--- src/rtl/bbct_pkg.sv ---
`timescale 1ns / 1ps
`default_nettype none
// ----------------------------------------------------------------------------
// bbct_pkg
// Types and constants shared by the bounding box / cone transform pipeline.
// ----------------------------------------------------------------------------
package bbct_pkg;

  localparam int COORD_W    = 40;
  localparam int COEFF_FRAC = 14;
  localparam int COEFF_W    = COEFF_FRAC + 2;
  localparam int DIR_W      = 16;
  localparam int ANGLE_W    = 16;
  localparam int CODE_W     = 2;
  localparam int ROW_W      = 48;
  localparam int DIV_W      = 15;
  localparam int CFG_IDX_W  = 3;

  localparam int BPROD_W = COORD_W + COEFF_W;   // coordinate times coefficient
  localparam int DPROD_W = DIR_W + COEFF_W;     // direction times coefficient
  localparam int ACC_W   = BPROD_W + 3;         // three products plus translation
  localparam int QUO_W   = COORD_W;             // quotient bits kept before saturation
  localparam int QS_W    = QUO_W + 2;           // signed, saturated quotient

  localparam int FRONT_LAT = 3;
  localparam int LANE_LAT  = QUO_W + 3;
  localparam int PIPE_LAT  = FRONT_LAT + LANE_LAT;
  localparam int RESULT_LAT = PIPE_LAT + 2;     // accept edge to result edge

  localparam logic [CODE_W-1:0] CODE_VALID = 2'd0;

  // 50000.0 in Q24.16
  localparam logic signed [QS_W-1:0] INIT_BOUND = QS_W'(64'sd3276800000);

  typedef enum logic [CFG_IDX_W-1:0] {
    REG_ROW_X   = 3'd0,
    REG_ROW_Y   = 3'd1,
    REG_ROW_Z   = 3'd2,
    REG_SHIFT_X = 3'd3,
    REG_SHIFT_Y = 3'd4,
    REG_SHIFT_Z = 3'd5,
    REG_SCALE   = 3'd6
  } cfg_reg_e;

  typedef struct packed {
    logic signed [COORD_W-1:0] min_x;
    logic signed [COORD_W-1:0] min_y;
    logic signed [COORD_W-1:0] min_z;
    logic signed [COORD_W-1:0] max_x;
    logic signed [COORD_W-1:0] max_y;
    logic signed [COORD_W-1:0] max_z;
    logic signed [DIR_W-1:0]   dir_x;
    logic signed [DIR_W-1:0]   dir_y;
    logic signed [DIR_W-1:0]   dir_z;
    logic [ANGLE_W-1:0]        cone_angle;
    logic [CODE_W-1:0]         box_code;
    logic [CODE_W-1:0]         cone_code;
  } in_item_t;

  typedef struct packed {
    logic signed [COORD_W-1:0] new_min_x;
    logic signed [COORD_W-1:0] new_min_y;
    logic signed [COORD_W-1:0] new_min_z;
    logic signed [COORD_W-1:0] new_max_x;
    logic signed [COORD_W-1:0] new_max_y;
    logic signed [COORD_W-1:0] new_max_z;
    logic signed [DIR_W-1:0]   new_dir_x;
    logic signed [DIR_W-1:0]   new_dir_y;
    logic signed [DIR_W-1:0]   new_dir_z;
    logic [ANGLE_W-1:0]        new_angle;
    logic [CODE_W-1:0]         new_box_code;
    logic [CODE_W-1:0]         new_cone_code;
  } out_item_t;

  function automatic logic signed [COORD_W-1:0] sat_coord(input logic signed [QS_W-1:0] v);
    logic signed [QS_W-1:0] hi;
    logic signed [QS_W-1:0] lo;
    hi = QS_W'({1'b0, {(COORD_W-1){1'b1}}});
    lo = -hi - QS_W'(1);
    if (v > hi) return hi[COORD_W-1:0];
    if (v < lo) return lo[COORD_W-1:0];
    return v[COORD_W-1:0];
  endfunction

  function automatic logic signed [DIR_W-1:0] sat_dir(input logic signed [QS_W-1:0] v);
    logic signed [QS_W-1:0] hi;
    logic signed [QS_W-1:0] lo;
    hi = QS_W'({1'b0, {(DIR_W-1){1'b1}}});
    lo = -hi - QS_W'(1);
    if (v > hi) return hi[DIR_W-1:0];
    if (v < lo) return lo[DIR_W-1:0];
    return v[DIR_W-1:0];
  endfunction

endpackage
`default_nettype wire

--- src/rtl/bbct_div_lane.sv ---
`timescale 1ns / 1ps
`default_nettype none
// ----------------------------------------------------------------------------
// bbct_div_lane
// Pipelined restoring divider, one quotient bit per stage. Truncates toward
// zero and clamps the quotient magnitude at 2^QUO_W.
// ----------------------------------------------------------------------------
module bbct_div_lane (
  input  wire logic                               clk_i,
  input  wire logic [bbct_pkg::DIV_W-1:0]         divisor_i,
  input  wire logic [bbct_pkg::ACC_W-1:0]         dividend_i,
  output logic      [bbct_pkg::QS_W-1:0]          quotient_o
);
  import bbct_pkg::*;

  localparam int REM_W = DIV_W + QUO_W;

  logic [ACC_W-1:0] mag_q;
  logic             neg0_q;

  logic [REM_W-1:0] rem_q [QUO_W];
  logic [QUO_W-1:0] quo_q [QUO_W+1];
  logic             neg_q [QUO_W+1];
  logic             ovf_q [QUO_W+1];

  logic [QUO_W:0]   mag_fin;

  always_ff @(posedge clk_i) begin
    neg0_q <= dividend_i[ACC_W-1];
    mag_q  <= dividend_i[ACC_W-1] ? (~dividend_i + ACC_W'(1)) : dividend_i;
  end

  // magnitude at or above divisor * 2^QUO_W saturates anyway
  always_ff @(posedge clk_i) begin
    ovf_q[0] <= mag_q >= (ACC_W'(divisor_i) << QUO_W);
    rem_q[0] <= mag_q[REM_W-1:0];
    quo_q[0] <= '0;
    neg_q[0] <= neg0_q;
  end

  for (genvar s = 0; s < QUO_W; s++) begin : g_stage
    localparam int B = QUO_W - 1 - s;
    logic [REM_W-1:0] trial;
    logic             take;
    assign trial = REM_W'(divisor_i) << B;
    assign take  = rem_q[s] >= trial;

    always_ff @(posedge clk_i) begin
      quo_q[s+1] <= take ? (quo_q[s] | (QUO_W'(1) << B)) : quo_q[s];
      neg_q[s+1] <= neg_q[s];
      ovf_q[s+1] <= ovf_q[s];
    end

    if (s < QUO_W - 1) begin : g_rem
      always_ff @(posedge clk_i) begin
        rem_q[s+1] <= take ? (rem_q[s] - trial) : rem_q[s];
      end
    end
  end

  assign mag_fin = ovf_q[QUO_W] ? {1'b1, {QUO_W{1'b0}}} : {1'b0, quo_q[QUO_W]};

  always_ff @(posedge clk_i) begin
    quotient_o <= neg_q[QUO_W] ? (~QS_W'(mag_fin) + QS_W'(1)) : QS_W'(mag_fin);
  end

endmodule
`default_nettype wire

--- config.mk ---
export PLATFORM = sky130hd
export DESIGN_NAME = bbct_div_lane
export DESIGN_NICKNAME = d
export VERILOG_FILES = /design/src/rtl/bbct_pkg.sv /design/src/rtl/bbct_div_lane.sv
export SDC_FILE = /design/constraint.sdc
export NUM_CORES = 2
export LEC_CHECK = 0
export BUFFER_PORTS_ARGS = -buffer_cell sky130_fd_sc_hd__buf_2
export CORE_MARGIN = 5
export CORE_UTILIZATION = 44
export CTS_CLUSTER_DIAMETER = 80
export DETAILED_ROUTE_END_ITERATION = 6
export PLACE_DENSITY = 0.62
export REMOVE_ABC_BUFFERS = 1
export SETUP_SLACK_MARGIN = 0.5
export SKIP_CTS_REPAIR_TIMING = 1
export SLEW_MARGIN = 5
export SYNTH_ARGS = -nofsm -noshare
export SYNTH_HDL_FRONTEND = slang
export SYNTH_SLANG_ARGS = --single-unit
--- constraint.sdc ---
create_clock -name clk_i -period 4.9 [get_ports clk_i]
set_input_delay 0.98 -clock clk_i [delete_from_list [all_inputs] [get_ports clk_i]]
set_output_delay 0.98 -clock clk_i [all_outputs]
set_load 0.05 [all_outputs]
==> qor.txt <==
=====================================================================================
Number of synthesized flops with an enable pin                                      0
Setup skew after layout                                                    0.04030 ns
Overall die height                                                           531.9 um
Design Power                                                                 95.36 mW
Most utilized layer in the global route result                                   met2
Half-perimeter wire length of the detailed placement result                 231100 um
Worst-case clock buffer depth                                                       4
Wire length of the first global-routing pass                                475800 um
Area taken by flip-flops and latches                                        64140 um2
Routed wire length                                                          304700 um
Post-synthesis async set-or-reset flop share                                        0
Power share of the clock group                                                  0.257
Final number of hold-violating endpoints                                            0
Die area                                                                   282900 um2
Average cell area after synthesis                                           10.38 um2
Outcome                                                                  finished with violations
Worst reg2reg path depth                                                           10
Gate count after technology mapping                                            11.54k
Worst Path Arrival                                                            5.10 ns
Num CTS Buffers                                                                   321
Slew HR                                                                        0.3562
Startpoint Class                                                           input port
Capturing point of the worst reg2reg path                                rem_q[4][98]
Antenna violations before repair                                                   14
Global-route usage over all layers                                             0.2075
Sw Ratio                                                                       0.3472
Cell area after technology mapping                                         119800 um2
Placer Congestion                                                              0.9227
Post-route cell area                                                       137500 um2
Top-Level Pins                                                                    117
GR Util met2                                                                   0.3648
Register bit count reported by yosys                                             3204
Maximum net fanout on the critical path                                             9
CTS sink cnt                                                                     3204
Quantity of I/O buffers inserted on ports                                         116
Width of the die                                                             531.9 um
Pin count of the biggest net entering global routing                               61
Maximum achievable frequency                                                230.4 MHz
Net count of the finished layout                                               12.78k
Post-DR vias/cell                                                               5.400
Met1 Resource Use GR                                                           0.2610
Antenna violation net count after detailed routing                                  0
Crit. End Element                                                                flop
Final worst path period share                                                  0.8857
Sequential area share after synthesis                                          0.5352
Number of fillers in the final layout                                          24.15k
Placeable core region                                                      271000 um2
Setup repair after global routing missed its margin                                no
Violations in the final reports                                          design-rule violations
Placed standard-cell area                                                  126700 um2
CTS HTree Levels                                                                    5
Portion of total power attributed to combinational logic                        0.320
Leakage                                                                      55.53 nW
End point of the critical path                                           rem_q[4][98]
Number of vias after detailed routing                                          85.74k
Grt ovf                                                                             0
Clk root buf                                                                clkbuf_16
Clock tree from TritonCTS                                                         yes
Post-layout min period                                                       4.340 ns
Max Cap Viol                                                                        0
Warning count from the yosys run                                                    0
Power Internal                                                               62.25 mW
Fraction of layout instances using a drive strength above 1                    0.1001
Number of failing setup endpoints in the final timing report                        0
Ratio of total power to cell area                                        693.6 nW/um2
Clock-pin transition on the worst setup and hold timing paths                 0.06 ns
Count of routing violations after the opening detailed-route iteration           5669
Initial cell density of the core                                               0.4422
Sequential share of power                                                       0.423
Startpoint of the lowest-slack register-to-register path                 rem_q[4][17]
Area delta synth->final                                                        14.72%
Number of unique standard cell types used by synthesis                             89
Measured slew at the worst slew-check pin                                   0.9533 ns
Met3 GRT Util                                                                 0.02455
Average routed wire per standard cell                                        19.19 um
Prevailing post-synth register cell                                           dfxtp_1
Category of the critical setup timing path                                  in -> reg
Detailed-router iteration count before antenna repair                               7
Number of cell rows                                                               191
Reg-to-reg setup timing slack                                                 0.88 ns
DRC viols                                                                           1
Number of global-route vias before repair                                      85.64k
Later-pin clock latency in the skew report                                    0.87 ns
Critical path origin                                                     divisor_i[10]
VDD IR-drop max                                                             0.2956 mV
Pins over their slew limit                                                          0
Area taken by multi-input logic gates                                       53910 um2
Worst hold path class                                                       in -> reg
Critical path data required time                                              5.66 ns
Switching power of the nets                                                  33.10 mW
=====================================================================================
worst max-delay path, stage by stage:
cell      delay (ns)
buf_2           0.11
inv_2           0.38
ha_1            0.43
nand4b_1        0.17
or4_1           0.49
nor4_1          0.84
buf_4           0.23
a21oi_1         0.12
a211o_1         0.31
or4_1           0.48
nor4_1          0.34
xor2_1          0.18
per-layer routing:
layer	up-vias	part of all wire
li1	42300	-
met2	2290	0.49
met4	4	0.039
met1	40560	0.43
met5	-	0.000089
met3	593	0.043
synth_stat cells (all sizes together), types with 17 or more instances:
| cell | n | area share |
|---|---|---|
| a211oi | 55 | 0.0034 |
| a31oi | 52 | 0.0027 |
| and4b | 23 | 0.0019 |
| nor3b | 25 | 0.0016 |
| or3 | 180 | 0.0094 |
| nor2b | 115 | 0.0060 |
| nor4b | 56 | 0.0042 |
| a21oi | 690 | 0.029 |
| nand4b | 54 | 0.0039 |
| a21o | 191 | 0.012 |
| o21a | 125 | 0.0078 |
| mux2 | 151 | 0.014 |
| nand4 | 151 | 0.0079 |
| o31ai | 95 | 0.0060 |
| a41oi | 17 | 0.0012 |
| buf | 31 | 0.0011 |
| nand3 | 223 | 0.0093 |
| ha | 617 | 0.064 |
| o41ai | 24 | 0.0018 |
| a21boi | 19 | 0.0012 |
| o211ai | 51 | 0.0032 |
| nor2 | 871 | 0.027 |
| o21bai | 50 | 0.0032 |
| xnor2 | 653 | 0.048 |
| dfxtp | 3204 | 0.54 |
| or2 | 64 | 0.0033 |
| nor3 | 412 | 0.017 |
| o31a | 34 | 0.0025 |
| and3 | 57 | 0.0030 |
| nor4 | 410 | 0.022 |
| o21ai | 458 | 0.019 |
| xor2 | 587 | 0.043 |
| clkbuf | 201 | 0.0063 |
| or4 | 165 | 0.010 |
| and4 | 27 | 0.0020 |
| nand2 | 627 | 0.020 |
| inv | 258 | 0.0081 |
| and2 | 37 | 0.0019 |
| nand2b | 140 | 0.0073 |
| a211o | 32 | 0.0023 |
| nand3b | 55 | 0.0034 |
| fa | 39 | 0.0065 |
placed cells by master (no fill, tap or decap), drive strengths merged, types with 39 or more instances in the layout:
cell,netlist,routed
fa,39,39
nand3,223,223
nand4b,54,54
clkbuf,201,436
ha,617,617
or2,64,64
nand2b,140,140
o21bai,50,50
a211oi,55,55
o21ai,458,458
or4,165,165
xor2,587,587
o31ai,95,95
o211ai,51,51
dfxtp,3204,3204
and3,57,57
nor3,412,412
nor2b,115,115
xnor2,653,653
mux2,151,151
inv,258,267
a31oi,52,52
a21oi,690,690
nor2,871,871
buf,31,418
a21o,191,191
or3,180,180
nand3b,55,55
nand2,627,627
clkinv,1,75
nand4,151,151
o21a,125,125
nor4,410,410
nor4b,56,56
power groups by stage:
stage	combinational, mW	clock (mW)	sequential [mW]
6_report	30.5	24.5	40.3
3_3_place_gp	29.4	0	40.8
4_1_cts	30.3	25.1	40.3
3_5_place_dp	30.1	0	40.8
5_1_grt	33.9	26.3	41.1
2_1_floorplan	22.9	0	38.0
sequential cells by signal, indices dropped and copies added (netlist names):
signal	count
mag_q	59
quotient_o	42
quo_q	820
rem_q	2200
neg_q	41
neg0_q	1
ovf_q	41
worst min path at each step:
stage	startpoint	to	cells past startpoint	slack (ns)
2_1_floorplan	neg0_q	neg_q[0][0]	0	0.31
3_3_place_gp	quo_q[2][113]	quo_q[2][153]	0	0.31
3_5_place_dp	ovf_q[1][1]	ovf_q[1][2]	0	0.31
4_1_cts	dividend_i[0]	mag_q[0]	1	0.20
5_1_grt	dividend_i[0]	mag_q[0]	1	0.24
6_report	dividend_i[0]	mag_q[0]	1	0.28
area by class of cell:
cell class | count | share of cell area
inverter | 259 | 0.007108
clock buffer | 436 | 0.06620
multi-input combinational | 7845 | 0.3921
antenna | 14 | 0.0002548
sequential | 3204 | 0.4666
clock inverter | 131 | 0.01172
timing repair buffer | 418 | 0.02348
tap | 3570 | 0.03249
logic make-up (layout without fill, tap and decap cells):
| family | Yosys count | after routing | synth area share |
|---|---|---|---|
| AOI/OAI and AO/OA | 2064 | 2064 | 0.1084 |
| muxes | 158 | 158 | 0.01477 |
| and+or+nand+nor | 3727 | 3727 | 0.1645 |
| adders and majority gates | 656 | 656 | 0.07094 |
| other | 0 | 14 | 0 |
| xor gates and xnor gates | 1240 | 1240 | 0.09063 |
| buffers and inverters | 491 | 1244 | 0.01552 |
| DFF | 3204 | 3204 | 0.5352 |
per-stage QoR:
step	setup WS (ns)	instances	TNS, ns	hold WS (ns)	util
6_report	0.5600	15880	0	0.2832	0.5073
5_1_grt	0.5261	15870	0	0.2448	0.5072
4_1_cts	0.7989	15860	0	0.1990	0.5071
3_5_place_dp	-0.09852	15300	-0.1498	0.3121	0.4676
3_3_place_gp	-0.1709	15300	-0.5905	0.3097	0.4676
2_1_floorplan	-1.304	11310	-170.41	0.3096	-
No activity file was read; power rests on OpenSTA's default activity.
